--- config.mk ---
export PLATFORM = sky130hd
export DESIGN_NAME = btt_div_cell
export DESIGN_NICKNAME = d
export VERILOG_FILES = /design/src/design/btt_pkg.sv /design/src/design/btt_div_cell.sv
export SDC_FILE = /design/constraint.sdc
export NUM_CORES = 1
export LEC_CHECK = 0
export BUFFER_PORTS_ARGS = -buffer_cell sky130_fd_sc_hd__buf_2
export CAP_MARGIN = 20
export CORE_AREA = 2 2 264 266
export DETAILED_ROUTE_END_ITERATION = 8
export DIE_AREA = 0 0 266 268
export GPL_ROUTABILITY_DRIVEN = 0
export GPL_TIMING_DRIVEN = 0
export MAX_ROUTING_LAYER = met4
export PLACE_DENSITY = 0.45
export SLEW_MARGIN = 20
export SYNTH_ARGS = -nofsm -noshare
export SYNTH_HDL_FRONTEND = slang
export SYNTH_SLANG_ARGS = --single-unit
--- constraint.sdc ---
create_clock -name clk -period 0.9 [get_ports clk]
set_input_delay 0.045 -clock clk [delete_from_list [all_inputs] [get_ports clk]]
set_output_delay 0.045 -clock clk [all_outputs]
set_load 0.005 [all_outputs]
--- src/design/btt_pkg.sv ---
// btt_pkg: shared widths, constants and the divider word type
// used by the interfaces, the front end, the divider cells, the back end and the top level
`default_nettype none
package btt_pkg;
    localparam int COORD_W        = 24;
    localparam int WEIGHT_W       = 24;
    localparam int TOL_W          = 17;
    localparam int TOL_FRAC_BITS  = 16;
    localparam int WEIGHT_FRAC_DEF = 16;
    localparam int MAG_BITS       = 50;
    localparam int Q_BITS         = 41;
    localparam int ACC_W          = 44;

    localparam logic [Q_BITS:0] Q_CAP = (Q_BITS + 1)'(1) << (Q_BITS - 1);
    localparam logic signed [ACC_W-1:0] W_MAX = ACC_W'(8388607);
    localparam logic signed [ACC_W-1:0] W_MIN = -ACC_W'(8388608);

    typedef struct packed {
        logic [MAG_BITS-1:0] un_v;
        logic [MAG_BITS-1:0] un_w;
        logic [MAG_BITS-1:0] ud;
        logic [MAG_BITS-1:0] r_v;
        logic [MAG_BITS-1:0] r_w;
        logic [Q_BITS-1:0]   q_v;
        logic [Q_BITS-1:0]   q_w;
        logic                neg_v;
        logic                neg_w;
        logic                deg;
    } div_word_t;
endpackage
`default_nettype wire

--- src/design/btt_div_cell.sv ---
// btt_div_cell: one restoring division step for both weights, one quotient bit per cell
// depends on btt_pkg
`default_nettype none
module btt_div_cell #(
    parameter int STEP = 0
) (
    input  wire logic clk,
    input  wire logic rst_n,
    input  wire logic advance,
    input  wire logic valid_in,
    input  btt_pkg::div_word_t word_in,
    output logic      valid_out,
    output btt_pkg::div_word_t word_out
);
    import btt_pkg::*;
    localparam int BIT_IDX = (STEP < MAG_BITS) ? MAG_BITS - 1 - STEP : 0;

    logic valid_reg;
    div_word_t word_reg;
    div_word_t word_next;
    logic bit_v, bit_w;
    logic [MAG_BITS:0] rs_v, rs_w;
    logic [Q_BITS:0] qs_v, qs_w;
    logic take_v, take_w;

    always_comb
    begin
        if (STEP < MAG_BITS)
        begin
            bit_v = word_in.un_v[BIT_IDX];
            bit_w = word_in.un_w[BIT_IDX];
        end
        else
        begin
            bit_v = 1'b0;
            bit_w = 1'b0;
        end
        rs_v = {word_in.r_v, bit_v};
        rs_w = {word_in.r_w, bit_w};
        take_v = rs_v >= {1'b0, word_in.ud};
        take_w = rs_w >= {1'b0, word_in.ud};
        qs_v = {word_in.q_v, take_v};
        qs_w = {word_in.q_w, take_w};
        word_next = word_in;
        word_next.r_v = take_v ? MAG_BITS'(rs_v - {1'b0, word_in.ud}) : MAG_BITS'(rs_v);
        word_next.r_w = take_w ? MAG_BITS'(rs_w - {1'b0, word_in.ud}) : MAG_BITS'(rs_w);
        word_next.q_v = (qs_v > Q_CAP) ? Q_BITS'(Q_CAP) : Q_BITS'(qs_v);
        word_next.q_w = (qs_w > Q_CAP) ? Q_BITS'(Q_CAP) : Q_BITS'(qs_w);
    end

    always_ff @(posedge clk or negedge rst_n)
    begin
        if (!rst_n)
            valid_reg <= 1'b0;
        else if (advance)
            valid_reg <= valid_in;
    end

    always_ff @(posedge clk)
    begin
        if (advance)
            word_reg <= word_next;
    end

    assign valid_out = valid_reg;
    assign word_out  = word_reg;
endmodule
`default_nettype wire

==> results.md <==
- Status: finished, violations left
- Violated checks: negative hold slack, negative setup slack
- Syn Area/Cell: 11.6 sq um
- Min Tclk post-route: 2.64 ns
- CP Launch Point: word_in[206]
- Total leakage power: 13.2 nW
- H-tree lvl count: 2
- Largest net degree at the start of global routing: 89
- Critical Path Max Stage Delay: 0.41 ns
- Wire length per cell: 24.4 microns
- Core Rows: 96
- Cell count after synthesis: 1543
- Worst EP required: 1.22 ns
- Clock latency at the later pin of the worst-skew pair: 0.56 ns
- CP Cell Sequence: buf_8 -> inv_8 -> ha_4 -> and2_4 -> and3_4 -> a211oi_2 -> nor3_2 -> or3b_4 -> o21ai_4 -> o21ai_2 -> a311o_2 -> buf_12 -> buf_16 -> buf_12 -> mux2_4
- Die height: 268 microns
- Skew final: 0 ns
- CTS Buf Count: 43
- Most common cell after layout, fill and taps aside: buf_2
- CTS Buffer Depth: 3
- Source of the worst hold timing path: word_in[186]
- Crit-path slowest cell: or3b_4
- Number of synthesized flops with an enable pin: 335
- Setup crit end kind: flop
- Layout cells sized above 1: 47.4%
- Worst-case reg-to-reg path depth: 1
- Worst-path clk slew: 0.06 ns
- Register area share after synthesis: 56.3%
- DRT Wirelength: 88700 microns
- Predominant post-synthesis flop cell: edfxtp_1
- Syn_nets: 1984
- Port Buf Inserts: 674
- DP HPWL: 66400 microns
- Die Area: 71300 sq um
- Kind of critical path: primary input to flop
- Final-stage net count: 3138
- Slack of the critical path: -1.74 ns
- CP startpoint kind: primary input
- Slew Limit Fails: 0
- Max FO, Critical Path: 7
- Final hold viol count: 41
- Total clock sinks: 336
- Peak VDD IR: 1310 uV
- Netlist cell types: 71
- Most frequent cells in the layout: buf_2 (655), dlygate4sd3_1 (335), edfxtp_1 (335), a21oi_1 (84), buf_4 (77)
- Synth-to-layout area growth: 77.3%
- Hold path depth: 1
- Placed Area: 23300 sq um
- Worst Setup EP: word_out[89]
- RR Endpoint: valid_out
- CTS tree: yes
- Iter 0 DRT Violations: 1161
- Die extent in x: 266 microns
- Starting density of the core: 26.2%
- # Max-Cap Violations: 0
- Cell mode on critical path: buf_12
- Final global-route overflow total: 0
- Number of fill cells in the layout: 6416
- Post-route setup TNS: -364.59 ns
- Core ar.: 68200 sq um
- Post-synth ARST share: 0.298%
- Final Setup Violations: 621
- Unrepaired setup endpoints after global routing: yes
- First drt pass iteration count: 5
- Reg area: 10100 sq um
- Cell area after synthesis: 17900 sq um
- Number of synthesized register bits: 336
- Via count: 17474
- Slew headroom: 56.4%
- Synth warn: 0
- Initial antenna violation count: 30
- Reg-to-reg startpoint: valid_out
- Post-route DRC: 0
- Antenna-violating nets left: 0
- Final worst-path cycle share: 293%
- CTS Root Cell: clkbuf_16
- Tightest Pin Transition: 0.654 ns
- First-pass GRT wire length: 119000 microns
- CP arrival: 2.96 ns
- Max Clock Freq: 0.379 GHz
- Fin area: 31700 sq um
- Vias in the first global route: 17683
- Area taken by multi-input logic gates: 9670 sq um
- # IOs: 675
- Worst hold path type: primary input to flop
- Hold slack: -0.311 ns
- R2r setup slk: 0.16 ns
- Pwr dens: 1670 nW/um^2
- Vias/cell: 4.81
- Total Routing Usage GR: 23.7%
-- per-stage QoR --
stage               hold slack (ns)  std cells  util, %  power (mW)  setup slack, ns
CTS                          -0.347       3557     43.6        51.5            -1.72
global route                 -0.347       3632     46.5        55.0            -1.80
finish                       -0.311       3633     46.5        52.9            -1.74
global placement             -0.177       3099     34.0        30.8            -5.73
floorplan                    -0.251       1543        -        25.4            -1.73
detailed placement           -0.176       3103     34.1        30.7            -3.46
-- where the power goes --
group | internal, mW | switching (mW)
combinational | 7.51 | 7.64
clock | 10.8 | 7.27
sequential | 19.2 | 0.479
-- timing repair --
| item | 4_1_cts | 5_1_grt |
|---|---|---|
| setup buffers | 57 | 55 |
| hold endpoints to repair | 376 | 44 |
| pin swaps | 61 | 84 |
| gates cloned | 4 | 13 |
| hold buffers | 334 | 1 |
| resized for setup | 268 | 323 |
| endpoints found under the setup margin | 597 | 662 |
-- registers in the layout, indices dropped and copies added (netlist names) --
signal     flops
word_out     335
valid_out      1
-- area by class of cell --
class / instances / area share (%)
Sequential cell: 336 / 31.8
Multi-Input combinational cell: 1059 / 30.5
Timing Repair Buffer: 1137 / 26.6
Tap cell: 882 / 3.48
Clock buffer: 50 / 3.47
Buffer: 38 / 1.68
Inverter: 82 / 1.28
Clock inverter: 25 / 1.07
Antenna cell: 24 / 0.189
-- worst max-delay path, delay by kind of cell --
family	cells	cell delay (ns)
buffers and inverters	5	0.61
adder cells (fa/ha/maj)	1	0.20
multiplexers	1	0.28
AND/OR/NAND/NOR	4	0.85
AO/OA/AOI/OAI	4	0.94
-- metal layers --
layer	share of wire [%]	wire length, microns	GRT usage, %
met4	4.8	4300	10.9
met3	7.3	6460	6.73
met2	50	44300	40.8
met1	38	33600	25.3
met5	0	0	-
-- logic make-up (layout without fill, tap and decap cells) --
logic type / count (synthesis) / count (layout) / share of synthesized area [%]
compound gates: 396 / 396 / 14.1
xor+xnor: 90 / 90 / 4.40
fa+ha+maj: 102 / 102 / 7.21
buf+inv: 148 / 1332 / 3.36
flops: 336 / 336 / 56.3
mux: 33 / 33 / 2.07
other cells: 0 / 24 / 0
simple gates: 438 / 438 / 12.6
-- synthesized netlist by cell type, types with 28 or more instances --
library cell | n | area, sq um
edfxtp_1 | 335 | 10100
a21oi_1 | 161 | 806
nor2_1 | 115 | 432
ha_1 | 100 | 1250
inv_1 | 82 | 308
nand2_1 | 68 | 255
a21o_1 | 63 | 473
xnor2_1 | 57 | 499
nor2b_1 | 51 | 319
o21ai_0 | 48 | 240
and2_1 | 45 | 282
clkbuf_1 | 43 | 161
nand3_1 | 38 | 190
xor2_1 | 33 | 289
mux2_2 | 32 | 360
nand4_1 | 28 | 175
-- worst min-delay path by stage --
stage | to | slack, ns
2_1_floorplan | valid_out | -0.25
3_3_place_gp | valid_out | -0.18
3_5_place_dp | valid_out | -0.18
4_1_cts | word_out[186] | -0.35
5_1_grt | word_out[186] | -0.35
6_report | word_out[186] | -0.31
(Power assumes the default switching activity.)
