File: config.mk
export PLATFORM = sky130hd
export DESIGN_NAME = btt_back_flat
export DESIGN_NICKNAME = d
export VERILOG_FILES = /design/src/design/btt_pkg.sv /design/src/design/btt_if.sv /design/src/design/btt_back.sv /design/src/flat_wrapper.sv
export SDC_FILE = /design/constraint.sdc
export NUM_CORES = 1
export LEC_CHECK = 0
export ABC_AREA = 1
export BUFFER_PORTS_ARGS = -buffer_cell sky130_fd_sc_hd__buf_2
export CORE_MARGIN = 2
export CORE_UTILIZATION = 33
export CTS_CLUSTER_SIZE = 40
export DETAILED_ROUTE_END_ITERATION = 7
export GPL_TIMING_DRIVEN = 0
export PLACE_DENSITY = 0.67
export SKIP_CTS_REPAIR_TIMING = 1
export SLEW_MARGIN = 40
export SYNTH_ARGS = -nofsm -noshare
export SYNTH_HDL_FRONTEND = slang
export SYNTH_SLANG_ARGS = --single-unit
File: constraint.sdc
create_clock -name clk -period 5.2 [get_ports clk]
set_input_delay 0.26 -clock clk [delete_from_list [all_inputs] [get_ports clk]]
set_output_delay 0.26 -clock clk [all_outputs]
set_load 0.05 [all_outputs]
File: src/design/btt_pkg.sv
// btt_pkg: shared widths, constants and the divider word type
// used by the interfaces, the front end, the divider cells, the back end and the top level
`default_nettype none
package btt_pkg;
    localparam int COORD_W        = 24;
    localparam int WEIGHT_W       = 24;
    localparam int TOL_W          = 17;
    localparam int TOL_FRAC_BITS  = 16;
    localparam int WEIGHT_FRAC_DEF = 16;
    localparam int MAG_BITS       = 50;
    localparam int Q_BITS         = 41;
    localparam int ACC_W          = 44;

    localparam logic [Q_BITS:0] Q_CAP = (Q_BITS + 1)'(1) << (Q_BITS - 1);
    localparam logic signed [ACC_W-1:0] W_MAX = ACC_W'(8388607);
    localparam logic signed [ACC_W-1:0] W_MIN = -ACC_W'(8388608);

    typedef struct packed {
        logic [MAG_BITS-1:0] un_v;
        logic [MAG_BITS-1:0] un_w;
        logic [MAG_BITS-1:0] ud;
        logic [MAG_BITS-1:0] r_v;
        logic [MAG_BITS-1:0] r_w;
        logic [Q_BITS-1:0]   q_v;
        logic [Q_BITS-1:0]   q_w;
        logic                neg_v;
        logic                neg_w;
        logic                deg;
    } div_word_t;
endpackage
`default_nettype wire

File: src/design/btt_if.sv
// btt_if: valid/ready channel interfaces for request, result and configuration words
// depends on btt_pkg
`default_nettype none


interface btt_rsp_if;
    import btt_pkg::*;
    logic valid;
    logic ready;
    logic inside_res;
    logic signed [WEIGHT_W-1:0] weight_u;
    logic signed [WEIGHT_W-1:0] weight_v;
    logic signed [WEIGHT_W-1:0] weight_w;
    logic degenerate;
    modport source (output valid, inside_res, weight_u, weight_v, weight_w, degenerate,
                    input ready);
    modport sink (input valid, inside_res, weight_u, weight_v, weight_w, degenerate,
                  output ready);
endinterface

`default_nettype wire

File: src/design/btt_back.sv
// btt_back: signed weights, u, bounds test, saturation and the output register
// depends on btt_pkg, btt_if
`default_nettype none
module btt_back #(
    parameter int WEIGHT_FRAC_BITS = btt_pkg::WEIGHT_FRAC_DEF
) (
    input  wire logic clk,
    input  wire logic rst_n,
    input  wire logic valid_in,
    input  btt_pkg::div_word_t word_in,
    input  wire logic [btt_pkg::TOL_W-1:0] tolerance,
    output logic      advance,
    btt_rsp_if.source rsp
);
    import btt_pkg::*;
    localparam int SHL = (WEIGHT_FRAC_BITS >= TOL_FRAC_BITS) ? WEIGHT_FRAC_BITS - TOL_FRAC_BITS : 0;
    localparam int SHR = (WEIGHT_FRAC_BITS < TOL_FRAC_BITS) ? TOL_FRAC_BITS - WEIGHT_FRAC_BITS : 0;
    localparam logic signed [ACC_W-1:0] ONE = ACC_W'(1) << WEIGHT_FRAC_BITS;

    logic valid_mid_reg;
    logic signed [ACC_W-1:0] u_reg, v_reg, w_reg;
    logic deg_reg;
    logic signed [ACC_W-1:0] v_s, w_s, tol, lo, hi;
    logic out_valid_reg, inside_reg, deg_out_reg;
    logic signed [WEIGHT_W-1:0] wu_reg, wv_reg, ww_reg;

    function automatic logic signed [WEIGHT_W-1:0] sat(input logic signed [ACC_W-1:0] x);
        logic signed [WEIGHT_W-1:0] y;
        if (x > W_MAX)
            y = WEIGHT_W'(W_MAX);
        else if (x < W_MIN)
            y = WEIGHT_W'(W_MIN);
        else
            y = WEIGHT_W'(x);
        return y;
    endfunction

    assign advance = !out_valid_reg || rsp.ready;

    always_comb
    begin
        v_s = word_in.neg_v ? -ACC_W'(word_in.q_v) : ACC_W'(word_in.q_v);
        w_s = word_in.neg_w ? -ACC_W'(word_in.q_w) : ACC_W'(word_in.q_w);
        tol = (ACC_W'(tolerance) << SHL) >>> SHR;
        lo  = -tol;
        hi  = ONE + tol;
    end

    always_ff @(posedge clk or negedge rst_n)
    begin
        if (!rst_n)
        begin
            valid_mid_reg <= 1'b0;
            out_valid_reg <= 1'b0;
        end
        else if (advance)
        begin
            valid_mid_reg <= valid_in;
            out_valid_reg <= valid_mid_reg;
        end
    end

    always_ff @(posedge clk)
    begin
        if (advance)
        begin
            v_reg   <= v_s;
            w_reg   <= w_s;
            u_reg   <= ONE - v_s - w_s;
            deg_reg <= word_in.deg;
            deg_out_reg <= deg_reg;
            inside_reg  <= !deg_reg && u_reg >= lo && u_reg <= hi && v_reg >= lo
                           && v_reg <= hi && w_reg >= lo && w_reg <= hi;
            wu_reg <= deg_reg ? '0 : sat(u_reg);
            wv_reg <= deg_reg ? '0 : sat(v_reg);
            ww_reg <= deg_reg ? '0 : sat(w_reg);
        end
    end

    assign rsp.valid      = out_valid_reg;
    assign rsp.inside_res = inside_reg;
    assign rsp.weight_u   = wu_reg;
    assign rsp.weight_v   = wv_reg;
    assign rsp.weight_w   = ww_reg;
    assign rsp.degenerate = deg_out_reg;
endmodule
`default_nettype wire

File: src/flat_wrapper.sv
// flat-port wrapper written by rule: the top's interface ports become plain ports
module btt_back_flat import btt_pkg::*;
#(
    parameter int WEIGHT_FRAC_BITS = btt_pkg::WEIGHT_FRAC_DEF
)
  (clk, rst_n, valid_in, word_in, tolerance, advance, rsp_valid, rsp_inside_res, rsp_weight_u, rsp_weight_v, rsp_weight_w, rsp_degenerate, rsp_ready);
  btt_rsp_if rsp_i ();
  input  wire logic clk;
  input  wire logic rst_n;
  input  wire logic valid_in;
  input  btt_pkg::div_word_t word_in;
  input  wire logic [btt_pkg::TOL_W-1:0] tolerance;
  output logic advance;
  output wire logic [$bits(rsp_i.valid)-1:0] rsp_valid;
  output wire logic [$bits(rsp_i.inside_res)-1:0] rsp_inside_res;
  output wire logic [$bits(rsp_i.weight_u)-1:0] rsp_weight_u;
  output wire logic [$bits(rsp_i.weight_v)-1:0] rsp_weight_v;
  output wire logic [$bits(rsp_i.weight_w)-1:0] rsp_weight_w;
  output wire logic [$bits(rsp_i.degenerate)-1:0] rsp_degenerate;
  input wire logic [$bits(rsp_i.ready)-1:0] rsp_ready;
  assign rsp_valid = rsp_i.valid;
  assign rsp_inside_res = rsp_i.inside_res;
  assign rsp_weight_u = rsp_i.weight_u;
  assign rsp_weight_v = rsp_i.weight_v;
  assign rsp_weight_w = rsp_i.weight_w;
  assign rsp_degenerate = rsp_i.degenerate;
  assign rsp_i.ready = rsp_ready;
  btt_back #(.WEIGHT_FRAC_BITS(WEIGHT_FRAC_BITS)) u_core (.clk(clk), .rst_n(rst_n), .valid_in(valid_in), .word_in(word_in), .tolerance(tolerance), .advance(advance), .rsp(rsp_i));
endmodule
==> impl_results.md <==
* Maxcap violations at 0
* Mean Syn Cell Area at 8.290 sq um
* Layout cells sized above 1 at 0.1200
* Synth Net Count at 2765
* Max-slew headroom at 0.4361
* Core ar. at 53500 sq um
* Initial Utilization at 0.3318
* Clock buffer depth at 3
* Net switching power at 2.908 mW
* Seq/Total Area, Yosys at 0.3530
* Asr flop ratio synth at 0.009569
* Area of the multi-input gates at 10210 sq um
* Io pins at 432
* Maximum clock frequency at 206.3 MHz
* # clock sinks at 209
* Top cells by area, synth: edfxtp_1, ha_1, nand2_1, inv_1, a21oi_1
* Core Rows at 85
* Residual DRC count at 0
* Crit path time final at 4.848 ns
* Number of I/O port buffers at 180
* Clock Power Share at 0.240
* Starting DRT DRC Count at 1427
* CP max FO at 6
* Largest family of logic cells by synthesized area: simple AND/OR/NAND/NOR gates
* RePlAce Congestion at 0.9793
* Setup Viol. Count Final at 0
* Clk_skew at 0.01406 ns
* Critical path class: primary input to flip-flop
* Cell Pwr Density at 344.5 nW/um^2
* DR pass1 iterations at 7
* Root Driver: clkbuf_16
* Post-synthesis compound-gate area fraction at 0.1165
* Clock slew at reported path FFs at 0.06 ns
* Synth top area share at 0.3502
* Crit. End Element: flip-flop
* CTS tree: done
* Setup crit start kind: primary input
* Synth cell types at 48
* XOR/XNOR Fraction of Synth Area at 0.06309
* Vias in the first global route at 15.08k
* Most frequent cells in the layout: nand2_1, inv_1, ha_1
* Die Span Y at 235.9 um
* Post-synthesis simple-gate area fraction at 0.2001
* Clk_lat worst skew at 0.54 ns
* Hold crit path type: primary input to asynchronous set/reset pin
* Most common cell after layout, fill and taps aside: nand2_1
* Pins Over Slew Limit at 0
* CP arrival at 5.13 ns
* Total global-route track usage at 0.2058
* RSZ-0062 raised after global routing: false
* Die ar. at 55660 sq um
* Status: completed
* GRT Residual Overflow at 0
* Static leakage at 9.763 nW
* DP Worst Slack at -0.2194 ns
* Final Net Count at 2982
* Area grow syn2layout at 15.90%
* Post-DP Area at 19720 sq um
* Post-DP HPWL at 49280 um
* Max VDD drop at 0.1920 mV
* Register area at 6266 sq um
* Switching Fraction at 0.4103
* Comb power frac at 0.373
* Total CTS buffers at 24
* Slack of the critical path at 0.3523 ns
* Post-synthesis mux area share at 0
* CP required at 5.49 ns
* Initial antenna violation count at 3
* Largest net degree at the start of global routing at 76
* Routed Antenna Nets at 0
* Final Cycle Share at 0.9322
* Main synth FF type: edfxtp_1
* Synth Warn # at 0
* Flop2flop setup slack at 2.40 ns
* Post-Syn Area at 17750 sq um
* Synth Register Bits at 209
* Post-synth EDFFs at 207
* Final hold vios at 0
* Finished Cell Area at 20570 sq um
* WL/cell at 18.90 um
* Internal at 4.180 mW
* Sequential share of power at 0.387
* Synth Area in Adders at 0.1893
* # H-tree levels at 1
* Die Width at 235.9 um
* Routed vias at 15.88k
* Leading area contributor after synthesis: edfxtp_1
* Final WL at 58090 um
* Worst-Margin Slew at 0.8413 ns
* First-pass GRT wire length at 87840 um
* Vias per inst at 5.166
* Fill count at 5474
* Syn Inst Count at 2141
[synth_stat cells (6+ instances only)]
library cell	count
a211oi_1	9
a21o_1	9
a21oi_1	207
a31oi_1	24
clkbuf_1	28
edfxtp_1	207
ha_1	267
inv_1	330
nand2_1	376
nand3_1	64
nand4_1	66
nor2_1	177
nor2_2	10
nor3_1	48
nor4_1	34
o21a_1	16
o21ai_0	62
o31ai_1	6
or2_2	8
xnor2_1	24
xor2_1	102
[through the flow]
stage	total power [mW]	TNS, ns	util	cells	hold WS (ns)
3_5_place_dp	5.354	-0.6009	0.3686	3023	0.04684
4_1_cts	7.077	0	0.3833	3066	-0.5324
5_1_grt	7.516	0	0.3846	3073	0.04118
3_3_place_gp	5.332	-1.186	0.3650	3017	0.04484
6_report	7.088	0	0.3846	3073	0.04061
2_1_floorplan	4.467	0	-	2141	-0.03559
[cells by family (layout without fill, tap and decap cells)]
kind of cell / Yosys count / in the layout
adders and majority gates: 268 / 268
xor gates and xnor gates: 127 / 127
other: 0 / 2
buffers and inverters: 367 / 601
DFF: 209 / 209
and+or+nand+nor: 803 / 803
AOI/OAI and AO/OA: 367 / 367
[power groups by stage]
stage	logic, mW	clock network, mW	registers, mW
3_3_place_gp	2.55	0	2.78
2_1_floorplan	1.53	0	2.93
6_report	2.64	1.70	2.74
5_1_grt	2.95	1.80	2.76
4_1_cts	2.62	1.74	2.72
3_5_place_dp	2.60	0	2.76
[final timing paths]
path,from,to,depth (start not counted)
max,word_in[3],u_core.u_reg[38],25
min,rst_n,u_core.rsp.valid,2
max reg2reg,u_core.u_reg[23],u_core.rsp.inside_res,12
min reg2reg,u_core.valid_mid_reg,u_core.rsp.valid,2
max in group asynchronous,rst_n,u_core.valid_mid_reg,2
min in group clk,word_in[36],u_core.w_reg[33],2
[worst max-delay path, cell delays in order]
cell and delay, ns:
buf_2 0.12, inv_1 0.12, ha_1 0.19, nand3_1 0.16, nor2_1 0.33, nand3_1 0.20, nor2_1 0.17, inv_1 0.07
nor2_1 0.17, inv_1 0.14, o31ai_2 0.26, o21ai_0 0.16, xnor2_1 0.35, ha_1 0.30, ha_1 0.38, a31oi_1 0.35
o21ai_0 0.16, a21o_1 0.18, a21oi_1 0.31, o21ai_0 0.23, nand2_1 0.12, nand2_1 0.11, nand2_1 0.08, nand2_1 0.07
xor2_1 0.15
[routing by layer]
| layer | vias to the layer above | track usage | part of all wire |
|---|---|---|---|
| met5 | - | 0 | 0.00022 |
| met4 | 2 | 0.05945 | 0.029 |
| met3 | 90 | 0.02317 | 0.070 |
| met2 | 576 | 0.3202 | 0.43 |
| met1 | 7390 | 0.2997 | 0.47 |
| li1 | 7817 | - | - |
[cell type report]
cell class                      instances  area share
Multi-Input combinational cell       1565      0.4963
Sequential cell                       209      0.3046
Inverter                              335     0.06112
Timing Repair Buffer                  191     0.05109
Tap cell                              696     0.04233
Clock buffer                           25     0.03041
Clock inverter                         18    0.007663
Buffer                                 32    0.006204
Antenna cell                            2   0.0002433
Note: power is estimated with default switching activity, not from simulation.
